[src/hw/rtl/plar_pkg.sv]
`default_nettype none
package plar_pkg;

  localparam int COORD_W = 32;
  localparam int NUM_W = 7;
  localparam int DIFF_W = 32;
  localparam int LEN_W = 34;
  localparam int SQ_W = 2 * LEN_W;
  localparam int MAX_OUT_POINTS = 64;
  localparam int MAX_IN_POINTS_DEF = 256;
  localparam logic [NUM_W-1:0] NUM_POINTS_RESET = NUM_W'(64);
  localparam logic [0:0] REG_NUM_POINTS = 1'b0;

  typedef struct packed {
    logic [COORD_W-1:0] x;
    logic [COORD_W-1:0] y;
    logic [COORD_W-1:0] z;
  } point_t;

  typedef enum logic [1:0] {
    ALU_MUL,
    ALU_SQRT,
    ALU_DIV
  } alu_op_t;

  typedef struct packed {
    logic    start;
    alu_op_t op;
  } alu_req_t;

  typedef enum logic [1:0] {
    EMIT_PT,
    EMIT_FIRST,
    EMIT_LERP,
    EMIT_PAD
  } emit_kind_t;

  typedef enum logic [4:0] {
    S_IDLE,
    S_START,
    S_PT_RD,
    S_PT_CAP,
    S_SEG_CHK,
    S_RD_A,
    S_RD_B,
    S_DIFF,
    S_SQ_GO,
    S_SQ_WAIT,
    S_RT_GO,
    S_RT_WAIT,
    S_SEG_DONE,
    S_STEP_GO,
    S_STEP_WAIT,
    S_FIRST_RD,
    S_FIRST_CAP,
    S_LCHK,
    S_LM_GO,
    S_LM_WAIT,
    S_LD_GO,
    S_LD_WAIT,
    S_PAD_RD,
    S_PAD_CAP,
    S_EMIT
  } state_t;

  function automatic logic [COORD_W-1:0] axis_of(point_t p, logic [1:0] sel);
    case (sel)
      2'd0: axis_of = p.x;
      2'd1: axis_of = p.y;
      default: axis_of = p.z;
    endcase
  endfunction

endpackage
`default_nettype wire

[src/hw/rtl/plar_alu.sv]
`default_nettype none
module plar_alu #(
  parameter int W = 80
) (
  input  logic               clk,
  input  logic               rst,
  input  plar_pkg::alu_req_t req,
  input  logic [W-1:0]       a,
  input  logic [W-1:0]       b,
  output logic               done,
  output logic [W-1:0]       result
);
  import plar_pkg::*;

  localparam int RW = LEN_W + 4;
  localparam int ITW = $clog2(W + 1);

  logic           busy;
  alu_op_t        op;
  logic [ITW-1:0] iter;
  logic [W-1:0]   opa;
  logic [W-1:0]   opb;
  logic [W-1:0]   acc;
  logic [RW-1:0]  rrem;
  logic [RW-1:0]  sq_in;
  logic [RW-1:0]  sq_trial;
  logic [RW-1:0]  dv_in;
  logic [RW-1:0]  dv_den;

  // Square root brings down two radicand bits per step, division one.
  assign sq_in    = {rrem[RW-3:0], opa[SQ_W-1 -: 2]};
  assign sq_trial = {acc[RW-3:0], 2'b01};
  assign dv_in    = {rrem[RW-2:0], opa[W-1]};
  assign dv_den   = RW'(opb[LEN_W-1:0]);
  assign result   = acc;

  always_ff @(posedge clk) begin
    if (rst) begin
      busy <= 1'b0;
      done <= 1'b0;
      iter <= '0;
    end else begin
      done <= 1'b0;
      if (req.start) begin
        busy <= 1'b1;
        case (req.op)
          ALU_MUL:  iter <= ITW'(DIFF_W);
          ALU_SQRT: iter <= ITW'(LEN_W);
          default:  iter <= ITW'(W);
        endcase
      end else if (busy) begin
        iter <= iter - 1'b1;
        if (iter == ITW'(1)) begin
          busy <= 1'b0;
          done <= 1'b1;
        end
      end
    end
  end

  always_ff @(posedge clk) begin
    if (req.start) begin
      op   <= req.op;
      opa  <= a;
      opb  <= b;
      acc  <= '0;
      rrem <= '0;
    end else if (busy) begin
      case (op)
        ALU_MUL: begin
          if (opa[0]) begin
            acc <= acc + opb;
          end
          opa <= opa >> 1;
          opb <= opb << 1;
        end
        ALU_SQRT: begin
          opa <= opa << 2;
          if (sq_in >= sq_trial) begin
            rrem <= sq_in - sq_trial;
            acc  <= {acc[W-2:0], 1'b1};
          end else begin
            rrem <= sq_in;
            acc  <= acc << 1;
          end
        end
        default: begin
          opa <= opa << 1;
          if (dv_in >= dv_den) begin
            rrem <= dv_in - dv_den;
            acc  <= {acc[W-2:0], 1'b1};
          end else begin
            rrem <= dv_in;
            acc  <= acc << 1;
          end
        end
      endcase
    end
  end

endmodule
`default_nettype wire

[config.mk]
export PLATFORM = sky130hd
export DESIGN_NAME = plar_alu
export DESIGN_NICKNAME = d
export VERILOG_FILES = /design/src/hw/rtl/plar_pkg.sv /design/src/hw/rtl/plar_alu.sv
export SDC_FILE = /design/constraint.sdc
export NUM_CORES = 1
export LEC_CHECK = 0
export BUFFER_PORTS_ARGS = -buffer_cell sky130_fd_sc_hd__buf_2
export CORE_MARGIN = 3
export CORE_UTILIZATION = 45
export CTS_CLUSTER_DIAMETER = 100
export DETAILED_ROUTE_END_ITERATION = 10
export PLACE_DENSITY = 0.63
export REMOVE_ABC_BUFFERS = 1
export SLEW_MARGIN = 0
export SYNTH_ARGS = -nofsm -noshare
export SYNTH_HDL_FRONTEND = slang
export SYNTH_SLANG_ARGS = --single-unit
[constraint.sdc]
create_clock -name clk -period 3.7 [get_ports clk]
set_input_delay 0 -clock clk [delete_from_list [all_inputs] [get_ports clk]]
set_output_delay 0 -clock clk [all_outputs]
set_load 0.01 [all_outputs]
Word-level counts from Yosys, hierarchy flattened
Index checks and enable logic that the tools add are counted.

Output and inout port bits: 81. Register bits after elaboration: 288. Logic and storage cells: 48. Input port bits: 165.

Mux-type cells: 20. Reductions and logical operators: 8. Add/sub/neg operators: 4. $lt $le $gt $ge: 2. Bitwise logic cells: 2. Equal/unequal tests: 4.

Operator list (count): two-way mux 80 bit (6); one-hot mux 80 bit (2 select lines) (2); adder 80 bit (1); two-way mux 37 bit (2); one-hot mux 37 bit (2 select lines) (1); >= comparator 38 x 34 -> 1 bit (1); >= comparator 38 bit (1); subtractor 37 x 34 -> 37 bit (1); subtractor 37 bit (1); two-way mux 7 bit (2); one-hot mux 7 bit (2 select lines) (1); equality test 7 x 1 -> 1 bit, second input constant (1); subtractor 7 x 1 -> 7 bit, second input constant (1); two-way mux 1 bit (6); AND reduction 2 bit (3); equality test 2 x 1 -> 1 bit, second input constant (2); logical NOT 2 bit (2); nonzero test 2 bit (2); OR reduction 3 bit (1); inequality test 2 bit, second input constant (1); inverter 1 bit (2).

Depth between registers and ports, before layout
Gate-level depths: netlist of the first run.

Depth after elaboration: 4. Gate-level depth with buffers: 16. Depth with buffers taken out: 14.

Least setup slack after synthesis of the first run
OpenSTA, ideal clock, no wires.

Kind: register -> register. Start: register op[0]. End: register opb[0], enable pin. Required time: 3.260 ns. Clock period less this slack: 3.619 ns. Setup time: 0.440 ns. Setup slack: 0.081 ns. Cell stages (with the launch flop): 7. Buffers on the path: 3. Data arrival time: 3.179 ns. Cell sequence: edfxtp_1 clkbuf_1 nor2_1 clkbuf_1 buf_1 nand2_1 nand2_1.

Word-level cells in the longest chain between the ends: 3.

Ends and longest elaborated chain: from (decl) (line plar_alu.sv:19) `alu_op_t op;`; from (signal assigned) (line plar_alu.sv:63) `op <= req.op;`; logical NOT 2 bit (line plar_alu.sv:69) `case (op)`; nonzero test 2 bit (no line); AND reduction 2 bit (no line); to (signal assigned) (line plar_alu.sv:75) `opb <= opb << 1;`; to (decl) (line plar_alu.sv:22) `logic [W-1:0] opb;`.

No other way between the ends. A chain may end at the register's enable or synchronous reset.

Final worst setup path of the first run
Start: register opb[7]. End: register rrem[7].

Word-level cells in the longest chain between the ends: 3. Elaborated cells on any way between the ends: 4. Those cells by class: add/sub (1); order compare (1); mux (2).

Ends and longest elaborated chain: subtractor 37 x 34 -> 37 bit or >= comparator 38 x 34 -> 1 bit (tied branches) (line plar_alu.sv:90, plar_alu.sv:89); two-way mux 37 bit * (line plar_alu.sv:89) `if (dv_in >= dv_den) begin`; one-hot mux 37 bit (2 select lines) * (line plar_alu.sv:69); to (signal assigned) (line plar_alu.sv:80) `rrem <= sq_in - sq_trial;`; to (signal assigned) (line plar_alu.sv:90) `rrem <= dv_in - dv_den;`; to (signal assigned) (line plar_alu.sv:93) `rrem <= dv_in;`; to (decl) (line plar_alu.sv:24) `logic [RW-1:0] rrem;`.

Mark *: on every way between the ends. The rest lies on a longest branch, timed or not.

==> results.yml, run 1 <==
layout:
  mostFrequentLayoutCell: "nand2_1"
  fin_area_um2: 28910
  nets: 3596
  layout-drive-gt1-share_pct: 16.53
  diodes: 0
  area_growth_syn_to_layout_pct: 23.45
  utilization_pct: 56.93
  final_cell_mix: "nand2_1 (337), a21oi_1 (289), nor2_1 (265)"
  layout.cells.non_filler: 3976
synth:
  yosys_warnings: 0
  syn_area_um2: 23420
  syn_inst: 2906
  ys_async_sr_fraction_pct: 0
  yosys_most_used_dff: "edfxtp_1"
  yosysUniqueCellTypes: 85
  synth_edf_count: 162
  avgSynthCellArea_um2: 8.059
  ys_ff_latch: 288
  yosysSeqAreaShare_pct: 31.54
power_and_ir_drop:
  pwr-share-seq_pct: 30.9
  power_frac_comb_pct: 40.5
  max-vdd-ir-drop_uv: 410.6
  clock_power_share_pct: 28.6
  power_mw: 13.34
  p_int_mw: 8.305
  switching_share_pct: 37.75
  p_sw_mw: 5.035
  p_leak_nw: 12.61
  powerDensity_nw_per_um2: 461.4
timing:
  finalHoldViolCount: 0
  setup_slack_ns: -0.04624
  setup_viol: 1
  slew-limit-headroom_pct: 23.34
  tightest_slew_ns: 1.150
  final_max_slew_viol_count: 0
  timing.fmax_ghz: 0.2669
  rsz0062_at_grt: "true"
  fin_crit_sh_pct: 101.2
  fin_skew_ns: 0.02051
  fin_setup_tns_ns: -0.04624
  holdWs_ns: 0.2234
  finalWorstPathRequiredPeriod_ns: 3.746
job:
  maxCapViolations: 0
critical_path:
  crit_type: "reg -> reg"
  startpoint: "opb[7]"
  worstReg2RegStart: "opb[7]"
  cp-start-kind: "register"
  cp.arrival_ns: 4.20
  worstPathRequired_ns: 4.15
  path_max_fanout: 7
  crit_path_end_kind: "register"
floorplan:
  core_area_um2: 50790
  io_pins: 246
  start_util_pct: 46.11
  dieArea_um2: 54810
  fp.dieH_um: 234.1
  die_w_um: 234.1
  rows: 82
route:
  vias_per_cell: 5.957
  final_antenna_net_count: 0
  drt_iter0_drc: 1918
  drt_pass1_iterations: 5
  drc: 0
  vias: 23686
  route.final.wire_length_um: 79910
  wl_per_cell_um: 20.10
run_status:
  status: "finished with violations"
  violations: "setup timing"
clock_network:
  cts_root_buffer: "clkbuf_16"
  clock_latency_ns: 0.57
  clk_pin_slew_ns: 0.06
  cts.sinks: 288
  h-tree-depth: 2
  cts.path.max_buffers: 3
  numCtsBuffers: 37
  cts_tree: "built"
place:
  port_buffers: 245
  placed_area_um2: 25630
  dp.cells: 3729
  gp_congestion: 0.9414
  dp_hpwl_um: 57290
  dp_slack_ns: -0.1794
worst_hold_path:
  hold_path_class: "in -> reg"
  timing.hold.worst.start: "req[0]"
global_route:
  grt_use_total_pct: 27.97
  antenna_found_initial: 3
  grt_pass1_wl_um: 122800
  grt_max_degree: 128
  busiest_layer: "met2"
  gr-total-overflow: 0
  grt_use_met3_pct: 4.689
  use_met1_pct: 38.83
  grtUsageMet2_pct: 44.60
  grt_pass1_vias: 22436
[cells in the mapped netlist, drive strengths merged (49+ instances only)]
cell	count	area share (%)
a211oi	73	2.4
a21o	105	3.4
a21oi	297	6.4
clkbuf	174	2.8
dfxtp	126	11
edfxtp	162	21
ha	153	8.2
inv	117	1.9
mux2i	90	3.8
nand2	338	5.4
nand3	49	1.0
nor2	266	4.3
o21ai	266	5.7
xnor2	75	2.8
xor2	56	2.1
[registers in the layout, indices dropped and copies added (netlist names)]
register  count
iter          7
opa          80
busy          1
opb          80
op            2
rrem         37
result       80
done          1
[kinds of logic (layout without fill, tap and decap cells)]
family	after synthesis	after routing	share of synthesized area (%)
AO/OA/AOI/OAI	1018	1018	27.76
AND/OR/NAND/NOR	861	861	16.22
XOR/XNOR	131	131	4.899
flip-flops	288	288	31.54
multiplexers	137	137	6.107
buffers and inverters	316	714	5.129
adder cells (fa/ha/maj)	155	155	8.345
[power groups by stage]
| stage | Clock (mW) | Combinational (mW) | Sequential, mW |
|---|---|---|---|
| after detailed placement | 0 | 4.97 | 4.17 |
| after CTS | 3.89 | 5.15 | 4.11 |
| final | 3.82 | 5.40 | 4.12 |
| after global placement | 0 | 4.93 | 4.16 |
| after global routing | 4.00 | 5.93 | 4.16 |
| after floorplan | 0 | 3.44 | 4.14 |
[critical path, cell delays in order (launching register included)]
cell,delay (ns)
edfxtp_1,0.45
inv_2,0.12
ha_4,0.22
a21o_1,0.16
a21oi_1,0.15
nor2b_1,0.10
o41ai_2,0.31
buf_4,0.18
a21oi_4,0.07
o31ai_4,0.26
o31ai_2,0.14
buf_4,0.17
a211oi_4,0.48
clkbuf_16,0.26
mux2_2,0.33
a21oi_1,0.14
a21oi_1,0.07
[area by class of cell]
class	count	area, um2
fillers	4614	21880
multi-input cells	2302	15110
flip-flops and latches	288	7387
repair buffers	530	3875
clock buffers	48	1007
well taps	672	840.8
inverters	117	439.2
clock inverters	19	252.7
[path summary, 6_finish.rpt]
check / end / slack (ns) / cells past startpoint
worst max-delay path: rrem[7] / -0.05 / 16
worst min-delay path: op[0] / 0.22 / 2
worst max register to register: rrem[7] / -0.05 / 16
worst min register to register: rrem[36] / 0.49 / 1
[layer usage]
metal | share of wire [%] | vias up
met1 | 45 | 11178
met3 | 7.3 | 152
li1 | - | 11419
met2 | 45 | 935
met5 | 0.015 | -
met4 | 3.0 | 2
[timing repair]
action                                  CTS  global route
endpoints found under the setup margin   21            51
pin swaps                                 4            25
buffers inserted                          1            13
endpoints found under the hold margin   171             0
cloned                                    0             2
gates resized for setup                   5            41
hold buffers                            164             0
(Power assumes the default switching activity.)
==> run 2, diff against run 1 <==
--- a/config.mk
+++ b/config.mk
@@ -11,6 +11,7 @@
 export CTS_CLUSTER_DIAMETER = 100
 export DETAILED_ROUTE_END_ITERATION = 10
 export PLACE_DENSITY = 0.63
+export RECOVER_POWER = 100
 export REMOVE_ABC_BUFFERS = 1
 export SLEW_MARGIN = 0
 export SYNTH_ARGS = -nofsm -noshare
==> results.yml, run 2 (same netlist as run 1, synthesis figures left out) <==
layout:
  diodes: 0
  layout.cells.non_filler: 3976
  nets: 3596
  utilization_pct: 56.60
  area_growth_syn_to_layout_pct: 22.74
  mostFrequentLayoutCell: "nand2_1"
  final_cell_mix: "nand2_1 (338), a21oi_1 (289), nor2_1 (265)"
  layout-drive-gt1-share_pct: 13.89
power_and_ir_drop:
  powerDensity_nw_per_um2: 463.4
  power_frac_comb_pct: 40.4
  power_mw: 13.32
  p_leak_nw: 12.27
  switching_share_pct: 37.81
  max-vdd-ir-drop_uv: 412.1
  p_int_mw: 8.283
  clock_power_share_pct: 28.7
  p_sw_mw: 5.037
  pwr-share-seq_pct: 31.0
critical_path:
  startpoint: "opb[7]"
  crit_path_end_kind: "register"
  crit_type: "reg -> reg"
  r2r_slack_ns: -0.04
  r2r-end: "rrem[7]"
  cp-start-kind: "register"
  path_max_fanout: 7
  worstPathRequired_ns: 4.15
  worstReg2RegStart: "opb[7]"
  cp-endpoint: "rrem[7]"
  cp.arrival_ns: 4.19
  reg2regPathDepth: 16
route:
  drt_iter0_drc: 1975
  wl_per_cell_um: 20.13
  vias_per_cell: 5.947
  drt_pass1_iterations: 7
  route.final.wire_length_um: 80040
  drc: 0
  final_antenna_net_count: 0
  vias: 23645
clock_network:
  h-tree-depth: 2
  cts_tree: "built"
  numCtsBuffers: 37
  cts.sinks: 288
  cts_root_buffer: "clkbuf_16"
  cts.path.max_buffers: 3
  clock_latency_ns: 0.57
  clk_pin_slew_ns: 0.06
global_route:
  gr-total-overflow: 0
  antenna_found_initial: 2
  grt_max_degree: 128
  grt_use_total_pct: 27.97
  grt_pass1_wl_um: 122800
  grt_pass1_vias: 22436
timing:
  fin_setup_tns_ns: -0.04209
  slew-limit-headroom_pct: -27.94
  tightest_slew_ns: 1.919
  final_max_slew_viol_count: 471
  fin_crit_sh_pct: 101.1
  setup_slack_ns: -0.04209
  fin_skew_ns: 0.02019
  rsz0062_at_grt: "true"
  finalHoldViolCount: 0
  setup_viol: 1
  timing.fmax_ghz: 0.2672
  finalWorstPathRequiredPeriod_ns: 3.742
floorplan:
  core_area_um2: 50790
  fp.dieH_um: 234.1
  start_util_pct: 46.11
  rows: 82
  die_w_um: 234.1
  dieArea_um2: 54810
  io_pins: 246
place:
  gp_congestion: 0.9414
  port_buffers: 245
  dp.cells: 3729
  dp_hpwl_um: 57290
run_status:
  violations: "capacitance limit, slew limit, setup timing"
  status: "finished with violations"
job:
  maxCapViolations: 6
worst_hold_path:
  hold_path_class: "in -> reg"
-- run 2: cell count changes in the layout (fill, tap and decap cells not counted), moves of 3 or more --
cell      before  now
buf_2        244  167
clkbuf_2       0    5
clkbuf_1       7   91
clkbuf_4       0    3
buf_4        114  101
-- run 2: worst min path at each step --
stage / startpoint / endpoint / slack, ns / cells past startpoint
2_1_floorplan: req[2] / result[78] / 0.07 / 1
3_3_place_gp: req[0] / op[0] / 0.19 / 1
3_5_place_dp: req[0] / op[0] / 0.20 / 1
4_1_cts: req[0] / op[0] / 0.17 / 2
5_1_grt: req[0] / op[0] / 0.21 / 2
6_report: req[0] / op[0] / 0.23 / 2
-- run 2: area by class of cell --
type | instances | area [um2]
Clock inverter | 19 | 252.7
Clock buffer | 48 | 1007
Sequential cell | 288 | 7387
Fill cell | 4668 | 22040
Multi-Input combinational cell | 2302 | 15100
Tap cell | 672 | 840.8
Inverter | 117 | 439.2
Timing Repair Buffer | 530 | 3720
-- run 2: per-layer routing --
| layer | wire, um | vias up | global-route usage (%) |
|---|---|---|---|
| li1 | - | 11409 | - |
| met1 | 35820 | 11187 | 38.83 |
| met2 | 35920 | 914 | 44.60 |
| met3 | 6126 | 135 | 4.689 |
| met4 | 2177 | 0 | 8.550 |
| met5 | 0 | - | 0 |
-- run 2: power groups by stage --
stage | Sequential, mW | Clock, mW | Combinational, mW
2_1_floorplan | 4.14 | 0 | 3.44
4_1_cts | 4.11 | 3.89 | 5.15
3_5_place_dp | 4.17 | 0 | 4.97
5_1_grt | 4.16 | 4.00 | 5.91
3_3_place_gp | 4.16 | 0 | 4.93
6_report | 4.12 | 3.82 | 5.38
-- run 2: what timing repair did --
action / CTS / global route
hold endpoints to repair: 171 / 0
cloned: 0 / 2
pin swaps: 4 / 25
endpoints found under the setup margin: 21 / 51
hold buffers: 164 / 0
setup buffers: 1 / 13
resized for setup: 5 / 41
-- run 2: metrics by stage --
| stage | area, um2 | hold slack (ns) | worst slack (ns) |
|---|---|---|---|
| after floorplan | 22660 | 0.06886 | -3.407 |
| after global placement | 25630 | 0.1949 | -0.1470 |
| after detailed placement | 25630 | 0.1960 | -0.1794 |
| after CTS | 28560 | 0.1714 | 0.01171 |
| after global routing | 28750 | 0.2075 | -0.1315 |
| final | 28750 | 0.2253 | -0.04209 |
-- run 2: worst max-delay path, cell delays in order (launching register included) --
cell and delay (ns):
edfxtp_1 0.45, inv_2 0.12, ha_4 0.22, a21o_1 0.17, a21oi_1 0.15, nor2b_1 0.10, o41ai_2 0.31, buf_4 0.18
a21oi_4 0.07, o31ai_4 0.26, o31ai_2 0.13, buf_4 0.16, a211oi_4 0.48, clkbuf_16 0.26, mux2_2 0.33, a21oi_1 0.14
a21oi_1 0.07
